**src/hw/rtl/assert_macros.svh**
```systemverilog
// Assertion macros for the xor_split_max_sum RTL.
// Clocked on clock; XSM_ASSERT is disabled while reset is high, XSM_ASSERT_NORST is not.
`ifndef ASSERT_MACROS_SVH
`define ASSERT_MACROS_SVH

`define XSM_ASSERT(lbl, prop, msg) \
   lbl: assert property (@(posedge clock) disable iff (reset) prop) else $error(msg);

`define XSM_ASSERT_NORST(lbl, prop, msg) \
   lbl: assert property (@(posedge clock) prop) else $error(msg);

`endif

```
**src/hw/rtl/xsm_pkg.sv**
```systemverilog
// Package for xor_split_max_sum: cell operations, cell control and sequencer states.
// No dependencies.
`timescale 1ns / 1ps

package xsm_pkg;

   typedef enum logic [2:0] {
      OP_IDLE   = 3'd0,
      OP_ABSORB = 3'd1,
      OP_GREEDY = 3'd2,
      OP_SHIFT  = 3'd3,
      OP_CLEAR  = 3'd4
   } cell_op_type;

   typedef struct packed {
      cell_op_type op;
   } cell_ctrl_type;

   typedef enum logic [5:0] {
      ST_ABSORB = 6'b000001,
      ST_DRAIN  = 6'b000010,
      ST_UNLOAD = 6'b000100,
      ST_SETTLE = 6'b001000,
      ST_GREEDY = 6'b010000,
      ST_OUT    = 6'b100000
   } state_type;

endpackage

```
**src/hw/rtl/xsm_cell.sv**
```systemverilog
// One basis cell: holds the row whose leading bit is PIVOT and passes a vector on.
// Depends on xsm_pkg.
`timescale 1ns / 1ps

module xsm_cell #(
   parameter int VALUE_BITS = 60,
   parameter int PIVOT      = 0
) (
   input  logic                     clock,
   input  logic                     reset,
   input  xsm_pkg::cell_ctrl_type   ctrl,
   input  logic [VALUE_BITS-1:0]    vec_i,
   input  logic                     vld_i,
   input  logic [VALUE_BITS-1:0]    row_i,
   input  logic                     rowv_i,
   output logic [VALUE_BITS-1:0]    vec_o,
   output logic                     vld_o,
   output logic [VALUE_BITS-1:0]    row_o,
   output logic                     rowv_o
);

   logic [VALUE_BITS-1:0] row_ff, row_in, vec_ff, vec_in;
   logic                  rowv_ff, rowv_in, vld_ff, vld_in;

   always_comb begin
      row_in  = row_ff;
      rowv_in = rowv_ff;
      vec_in  = vec_i;
      vld_in  = vld_i;
      unique case (ctrl.op)
         xsm_pkg::OP_IDLE: begin
            vld_in = 1'b0;
         end
         xsm_pkg::OP_ABSORB: begin
            if (vld_i && vec_i[PIVOT]) begin
               if (!rowv_ff) begin
                  row_in  = vec_i;
                  rowv_in = 1'b1;
                  vec_in  = '0;
               end else begin
                  vec_in = vec_i ^ row_ff;
               end
            end
         end
         xsm_pkg::OP_GREEDY: begin
            if (vld_i && rowv_ff && !vec_i[PIVOT]) begin
               vec_in = vec_i ^ row_ff;
            end
         end
         xsm_pkg::OP_SHIFT: begin
            row_in  = row_i;
            rowv_in = rowv_i;
            vld_in  = 1'b0;
         end
         xsm_pkg::OP_CLEAR: begin
            row_in  = '0;
            rowv_in = 1'b0;
            vld_in  = 1'b0;
         end
         default: begin
            vld_in = 1'b0;
         end
      endcase
   end

   always_ff @(posedge clock) begin
      row_ff <= row_in;
      vec_ff <= vec_in;
      if (reset) begin
         rowv_ff <= 1'b0;
         vld_ff  <= 1'b0;
      end else begin
         rowv_ff <= rowv_in;
         vld_ff  <= vld_in;
      end
   end

   assign vec_o  = vec_ff;
   assign vld_o  = vld_ff;
   assign row_o  = row_ff;
   assign rowv_o = rowv_ff;

endmodule

```
**config.mk**
```make
export PLATFORM = sky130hd
export DESIGN_NAME = xsm_cell
export DESIGN_NICKNAME = d
export VERILOG_FILES = /design/src/hw/rtl/assert_macros.svh /design/src/hw/rtl/xsm_pkg.sv /design/src/hw/rtl/xsm_cell.sv
export SDC_FILE = /design/constraint.sdc
export NUM_CORES = 1
export LEC_CHECK = 0
export BUFFER_PORTS_ARGS = -buffer_cell sky130_fd_sc_hd__buf_2
export CAP_MARGIN = 20
export CORE_MARGIN = 3
export CORE_UTILIZATION = 25
export DETAILED_ROUTE_END_ITERATION = 6
export PLACE_DENSITY_LB_ADDON = 0.12
export SLEW_MARGIN = 20
export SYNTH_ARGS = -nofsm -noshare
export SYNTH_HDL_FRONTEND = slang
export SYNTH_SLANG_ARGS = --single-unit
```
**constraint.sdc**
```tcl
create_clock -name clock -period 3.6 [get_ports clock]
set_input_delay 0.72 -clock clock [delete_from_list [all_inputs] [get_ports clock]]
set_output_delay 0.72 -clock clock [all_outputs]
set_load 0.02 [all_outputs]
```
# After elaboration in Yosys (flattened, before gate mapping)
# Cells that the tools add are included.
# Widths: inputs -> output; s select.
# totals
register_bits,122
input_bits,127
out_inout_bits,122
elab_cells,30
# classes
n_eq_ne,6
muxes,9
bitwise,2
n_reduce_logical,9
# ops
cell,n
$mux 60,5
$pmux 60 s3,1
$pmux 60 s2,1
$xor 60x60->60,1
$eq 3x2->1 const B,2
$ne 2x2->1 const B,2
$reduce_or 2->1,2
$eq 3x1->1 const B,1
$eq 3x3->1 const B,1
$logic_and 1x1->1,3
$pmux 1 s3,1
$reduce_and 3->1,1
$reduce_bool 3->1,1
$reduce_and 2->1,1
$logic_not 1->1,1
$mux 1,1
$not 1->1,1

# Logic depth before layout (Yosys ltp)
# Gate-level depths: netlist (run 1).
# depth
depth_word,4
mapped_depth,7
ltp_nobuf,4

# Least setup slack after synthesis (run 1)
# Ideal clock, no wire load.
# synth_timing
kind,in2reg
from,in ctrl[1] in the netlist's numbering
to,reg row_ff[0] (netlist: row_o[0]) (enable)
setup_time_ns,0.428
arrival_time_ns,2.550
required_ns,3.172
path_slack_ns,0.622
cell_stages,2
path_buffers,0
cell_sequence,nor3b_1 nand2b_1
# synth_between
elab_chain_len,3
elab_cells_between_ends,7
classes_between,eq/ne: 5; reduce/logical: 2
# synth_rtl
item,line,rtl
start: declaration,xsm_cell.sv:11,"input xsm_pkg::cell_ctrl_type ctrl,"
"$eq 3x1->1, or another cell as far along",xsm_cell.sv:30,unique case (ctrl.op)
$ne 2x2->1 (no line) or $reduce_bool 3->1 (tied branches),--,
$reduce_and 3->1 (no line) (*),--,
end signal: assignment,xsm_cell.sv:67,row_ff <= row_in;
end: declaration,xsm_cell.sv:22,"logic [VALUE_BITS-1:0] row_ff, row_in, vec_ff, vec_in;"
# Mark *: on every way between the ends. The rest lies on a longest branch, timed or not.
# A chain may end at the register's enable or synchronous reset.

# Worst setup path in the final report (run 1)
# layout_timing
from,in ctrl[0] in the netlist's numbering
to,reg row_ff[25] (netlist: row_o[25]) (data pin)
# layout_between
elab_chain_len,2
elab_cells_between_ends,4
classes_between,eq/ne: 3; mux: 1
# layout_rtl
item,line
"$eq 3x3->1, or another cell as far along",xsm_cell.sv:30
$pmux 60 s3 (*),xsm_cell.sv:30
via row_in[25],xsm_cell.sv:22
# The timed path passes the listed nets; every way through them passes the cells marked *.

==> PnR_summary.wiki, run 1 <==
{| class="wikitable"
! Metric !! Value
|-
| Gate Count Post-Synth || between 400 and 500
|-
| Max-slew violations || 0
|-
| Root Buffer Master || clkbuf_16
|-
| Maximum VDD drop || roughly 0.26 mV
|-
| Setup Crit Path Kind || in2reg
|-
| GRT Total Usage || around 15%
|-
| Fraction of registers with async set or reset after synthesis || 0%
|-
| Number of top-level pins || 249
|-
| Top-area cell type share of the netlist area || roughly a third
|-
| Max-cap violation count || 0
|-
| Post-Route WL || 17800 um
|-
| Post-cts resize count || 0
|-
| Antenna violations before repair || 1
|-
| Detailed Routing Iterations Pass 1 || 4
|-
| Class of the tightest hold or removal check || in2reg
|-
| Post-place setup slack || 740 ps
|-
| Number of placement rows || 51
|-
| Number of flops mapped to enable cells by yosys || 60
|-
| Fraction of layout cells with a size suffix above 1 || between 40 and 50%
|-
| Final-report setup violation count || 0
|-
| First-pass GRT wire length || 26600 um
|-
| Endpoint required time on the critical path || roughly 3900 ps
|-
| DIE WIDTH || between 100 and 150 um
|-
| Via count of the first global-routing pass || 4849
|-
| Clock edge transition at the registers on the reported setup and hold paths || about 60 ps
|-
| Floorplan die height || about 150 um
|-
| Number of I/O port buffers || around 250
|-
| Number of cells on the worst hold path || 2
|-
| Worst Path Max Fanout || 38
|-
| List of most frequent post-synthesis cells || 63 x a22o_1, 62 x dfxtp_1, 60 x edfxtp_1
|-
| Leading register cell type out of synthesis || dfxtp_1
|-
| Area Growth Syn to Fin || 39.6%
|-
| Grt total ovfl || 0
|-
| Post-layout power || approximately 0.0037 W
|-
| Final Net Count || just under 800
|-
| Clock Skew || approximately 10 ps
|-
| Detailed placement HPWL || around 12000 um
|-
| Post-CTS Hold Buffers || 0
|-
| Number of DRC markers after the initial detailed-route iteration || between 200 and 250
|-
| Clock tree buffer depth || 2
|-
| Drc violations || 0
|-
| Antenna Nets Post-Route || 0
|-
| Vias/cell || about 4.9
|-
| Worst relative slew slack || between 30% and 40%
|-
| Sequential Area || around 3000 um^2
|-
| Data arrival time of the critical path || 2660 ps
|-
| Power density over cell area || 522 nW/um^2
|-
| Effective utilization at floorplan || about a quarter
|-
| Footprint of the multi-input gates || slightly below 2000 um^2
|-
| Most instantiated library cell after synthesis || a22o_1
|-
| Seq/Total Area, Yosys || between 50 and 60%
|-
| WL/cell || 18.9 um
|-
| Setup repair after global routing missed its margin || false
|-
| Post-Syn Nets || between 500 and 600
|-
| Standard cell core area || slightly below 20000 um^2
|-
| Synth Area per Inst || roughly 12 um^2
|-
| Final hold viol count || 0
|-
| Launching element type of the critical path || input port
|-
| Number of vias after detailed routing || about 4700
|-
| Share of the cycle needed by the critical path after routing || between 60 and 70%
|-
| Leakage dissipation || ~3.1 nW
|-
| Flop and latch count out of synthesis || roughly 120
|-
| Insertion delay to the later sink of the worst-skew pair || 410 ps
|-
| Number of setup buffers added after CTS || 0
|-
| Crit end category || flop
|-
| CTS HTree Levels || 4
|-
| Clock tree from TritonCTS || built
|-
| Library cells used by synthesis || 28
|-
| Number of warnings issued by yosys || 0
|-
| Largest net degree at the start of global routing || between 60 and 70
|-
| Setup Total Neg Slack || 0 ps
|-
| Cell area after synthesis || roughly 5000 um^2
|-
| Die Footprint || 22300 um^2
|-
| Final worst-path setup slack || around 1200 ps
|-
| Synth top area cells || edfxtp_1 35%, dfxtp_1 24%, o2111a_1 12%
|-
| Clk sinks || 122
|-
| Depth of the worst register-to-register path || 5
|-
| Cell type with the largest total area after synthesis || edfxtp_1
|-
| Min cycle time layout || ~2400 ps
|-
| Filler cells || ~2000
|-
| CTS buffer count || 17
|-
| Transition at the pin with the smallest max-transition slack || between 900 and 1000 ps
|-
| Final Wtd Congestion || around 0.80
|-
| Status || finished, final reports clean
|-
| Fmax achieved || 419 MHz
|}
cell families (layout without fill, tap and decap cells):
kind of cell / Yosys count / count (layout) / synth area share (%)
buffers and inverters: 41 / 291 / 3.77
and+or+nand+nor: 78 / 78 / 6.76
DFF: 122 / 122 / 59.2
AOI/OAI and AO/OA: 187 / 187 / 30.3
other: 0 / 1 / 0
cells in the final DEF (no fill, tap or decap), drive strengths merged, types with 2 or more instances in the layout:
cell      instances
o21ai             3
nand2             2
nor2             59
edfxtp           60
a21oi            57
nand2b            6
dfxtp            62
clkinvlp          2
nor2b             5
nor3b             2
clkbuf           24
inv               3
o211ai            3
o2111a           56
buf             256
clkinv            6
a22o             63
where the power goes:
group / switching, W / total, W / internal (W)
clock network: 0.000610 / 0.00154 / 0.000928
registers: 0.0000699 / 0.00166 / 0.00159
logic: 0.000352 / 0.000552 / 0.000201
metrics by stage:
step | std cells | hold WS, ps | utilization (%) | area (um^2)
after CTS | 943 | 471 | 36.2 | 7180
after global placement | 911 | 532 | 33.5 | 6650
after floorplan | 428 | 589 | - | 5140
after global routing | 944 | 477 | 36.2 | 7180
final | 944 | 494 | 36.2 | 7180
after detailed placement | 911 | 535 | 33.5 | 6650
state kept, by name, summed over array words and instances (netlist names):
register and cells:
vld_o 1, rowv_o 1, vec_o 60, row_o 60
final timing paths:
check                         to  slack, ps                 from
max          row_o[25]$_DFFE_PP_       1210              ctrl[0]
min             vld_o$_SDFF_PP0_        490                reset
max reg2reg    vec_o[29]$_DFF_P_       1450  rowv_o$_SDFFE_PP0P_
min reg2reg    vec_o[14]$_DFF_P_        540  row_o[14]$_DFFE_PP_
worst max-delay path, cell delays in order:
cell and delay, ps:
buf_2 130, nor2b_2 190, and2_2 220, nor2_4 760
buf_4 430, a22o_1 180
per-layer routing:
layer,GRT usage (%),share of wire [%],vias to the layer above
li1,-,-,2177
met1,18.2,41,2221
met2,26.0,48,236
met3,5.15,8.7,24
met4,6.00,1.7,0
met5,0,0,-
final cells by class:
class                      instances  share of cell area (%)
clock buffer                      24                    6.71
antenna                            1                  0.0349
inverter                           3                   0.157
sequential                       122                    42.4
multi-input combinational        265                    27.1
clock inverter                     8                   0.662
tap                              265                    4.62
timing repair buffer             256                    18.3
No activity file was read; power rests on OpenSTA's default activity.
==> run 2, diff against run 1 <==
==> constraint.sdc (replaced) <==
create_clock -name clock -period 2.35 [get_ports clock]
set_input_delay 0.47 -clock clock [delete_from_list [all_inputs] [get_ports clock]]
set_output_delay 0.47 -clock clock [all_outputs]
set_load 0.02 [all_outputs]
==> PnR_summary.wiki, run 2 (synthesized netlist as in run 1, its figures left out) <==
{| class="wikitable"
! Metric !! Value
|-
| Status || finished, final reports clean
|-
| Switching share of total power || 26.1% (-1.4 points)
|-
| Number of DRC markers after the initial detailed-route iteration || 214 (-12%)
|-
| Standard cell core area || 19800 um^2 (unchanged)
|-
| Transition at the pin with the smallest max-transition slack || 766 ps (-216 ps)
|-
| Post-cts resize count || 0 (unchanged)
|-
| Number of vias after detailed routing || 4615 (-0.92%)
|-
| Drc violations || 0 (unchanged)
|-
| Max-slew violations || 0 (unchanged)
|-
| Effective utilization at floorplan || 25.9% (unchanged)
|-
| Detailed Routing Iterations Pass 1 || 4 (unchanged)
|-
| Crit path max-delay family || compound AO/OA/AOI/OAI gates
|-
| Grt total ovfl || 0 (unchanged)
|-
| Final Wtd Congestion || 0.772 (-3.8%)
|-
| Total inserted antenna cells || 0 (-1)
|-
| Fmax achieved || around 590 MHz
|-
| Detailed placement HPWL || 11400 um (-3.7%)
|-
| Delay of the slowest cell on the worst path || 620 ps (-140 ps)
|-
| Clk sinks || 122 (unchanged)
|-
| Floorplan die height || 149 um (unchanged)
|-
| Combinational fraction of design power || 14.2% (-0.5 points)
|-
| R2R setup slack || 680 ps (-770 ps)
|-
| First-pass GRT wire length || 26300 um (-1.0%)
|-
| Max-cap violation count || 0 (unchanged)
|-
| Net Switching || 0.00159 W (+54%)
|-
| Crit path cell chain || buf_2 -> buf_4 -> nor3b_1 -> o211a_2 -> buf_12 -> a21oi_1 -> nor2_1
|-
| GRT Total Usage || 15.2% (-0.21 points)
|-
| Power density over cell area || 829 nW/um^2 (+59%)
|-
| Most frequent standard cell in the layout excluding fill and tap cells || buf_2
|-
| CTS HTree Levels || 4 (unchanged)
|-
| Most frequent cells in the layout || 248 x buf_2, 63 x a22o_1, 62 x dfxtp_1, 60 x edfxtp_1, 58 x nor2_1
|-
| Number of setup buffers added after CTS || 0 (unchanged)
|-
| Final Net Count || 797 (+0.63%)
|-
| Clock tree from TritonCTS || built
|-
| DIE WIDTH || 149 um (unchanged)
|-
| Number of placement rows || 51 (unchanged)
|-
| Worst relative slew slack || 48.9% (+15 points)
|-
| Clock tree buffer depth || 2 (unchanged)
|-
| Class of the tightest hold or removal check || in2reg
|-
| Number of top-level pins || 249 (unchanged)
|-
| Final standard cell utilization of the core || 37.0% (+0.81 points)
|-
| Insertion delay to the later sink of the worst-skew pair || 410 ps (about the same)
|-
| Slowest stage cell on the critical path || o211a_2
|-
| Crit end category || flop
|-
| WL/cell || 18.3 um (-2.7%)
|-
| Vias/cell || 4.87 (-1.2%)
|-
| Number of I/O port buffers || 248 (unchanged)
|-
| Setup repair after global routing missed its margin || false
|-
| Antenna violations before repair || 0 (-1)
|-
| Internal || 0.00450 W (+65%)
|-
| Setup Total Neg Slack || 0 ps (unchanged)
|-
| Leakage dissipation || 3.19 nW (+2.7%)
|-
| Worst Hold Slack || 262 ps (-232 ps)
|-
| Share of the cycle needed by the critical path after routing || between 70 and 80%
|-
| Clock edge transition at the registers on the reported setup and hold paths || 50 ps (about the same)
|-
| CTS buffer count || 17 (unchanged)
|-
| Fraction of layout cells with a size suffix above 1 || 43.7% (+0.77 points)
|-
| Clock Skew || 7.35 ps (-2.93 ps)
|-
| Data arrival time of the critical path || 2050 ps (-610 ps)
|-
| Root Buffer Master || clkbuf_16
|-
| Seq pwr share || 41.7% (-2.6 points)
|-
| Worst Path Max Fanout || 35 (-7.9%)
|-
| Clock Power Share || 44.1% (+3.1 points)
|-
| Post-CTS Hold Buffers || 0 (unchanged)
|-
| Die Footprint || 22300 um^2 (unchanged)
|-
| Final hold viol count || 0 (unchanged)
|-
| Final worst-path setup slack || 641 ps (-570 ps)
|-
| Post-route cell area || 7340 um^2 (+2.2%)
|-
| Area Growth Syn to Fin || 42.7%
|-
| Setup Crit Path Kind || in2reg
|-
| Largest net degree at the start of global routing || 62 (unchanged)
|-
| Post-place setup slack || 203 ps (-537 ps)
|-
| Launching element type of the critical path || input port
|-
| Maximum VDD drop || 0.417 mV (+60%)
|-
| Post-placement cell area || 6740 um^2 (+1.4%)
|-
| Post-Route WL || 17400 um (-2.4%)
|-
| Endpoint required time on the critical path || 2690 ps (-1180 ps)
|-
| Min cycle time layout || between 1500 and 2000 ps
|-
| Antenna Nets Post-Route || 0 (unchanged)
|-
| Via count of the first global-routing pass || 4771 (-1.6%)
|-
| Final-report setup violation count || 0 (unchanged)
|-
| Total buffers and inverters traversed by the critical path || 3 (+1)
|}
[run 2: cell type report]
type / count / area [um^2]
Clock inverter: 9 / 123
Sequential cell: 122 / 3040
Tap cell: 265 / 332
Fill cell: 1980 / 12500
Clock buffer: 22 / 474
Inverter: 3 / 11.3
Timing Repair Buffer: 261 / 1410
Multi-Input combinational cell: 265 / 1950
[run 2: worst paths after layout]
check | cells past startpoint | startpoint | to
max | 7 | ctrl[0] | vec_o[54]$_DFF_P_
min | 2 | reset | vld_o$_SDFF_PP0_
max reg2reg | 4 | rowv_o$_SDFFE_PP0P_ | vec_o[54]$_DFF_P_
min reg2reg | 2 | row_o[10]$_DFFE_PP_ | vec_o[10]$_DFF_P_
[run 2: stage by stage]
step | total power (W) | instances
floorplan | 0.00302 | 428
global placement | 0.00344 | 915
detailed placement | 0.00345 | 916
CTS | 0.00617 | 947
global route | 0.00635 | 947
finish | 0.00609 | 947
[run 2: power by group through the flow]
stage,combinational (W),sequential (W),clock (W)
3_5_place_dp,0.000874,0.00258,0
5_1_grt,0.000933,0.00256,0.00286
6_report,0.000864,0.00254,0.00269
4_1_cts,0.000875,0.00254,0.00275
2_1_floorplan,0.000245,0.00277,0
3_3_place_gp,0.000862,0.00258,0
[run 2: layer usage]
layer / wire, um / up-vias / track usage, % / part of all wire (%)
li1: - / 2192 / - / -
met1: 7540 / 2191 / 19.0 / 43
met2: 8130 / 212 / 24.6 / 47
met3: 1440 / 20 / 5.12 / 8.3
met4: 267 / 0 / 5.40 / 1.5
met5: 0 / - / 0 / 0
[run 2: worst reg2reg max path, delay by kind of cell, from the launching register on]
kind	cells	cell delay (ps)
AOI/OAI and AO/OA	2	760
DFF	1	430
buffers and inverters	1	310
and+or+nand+nor	1	110
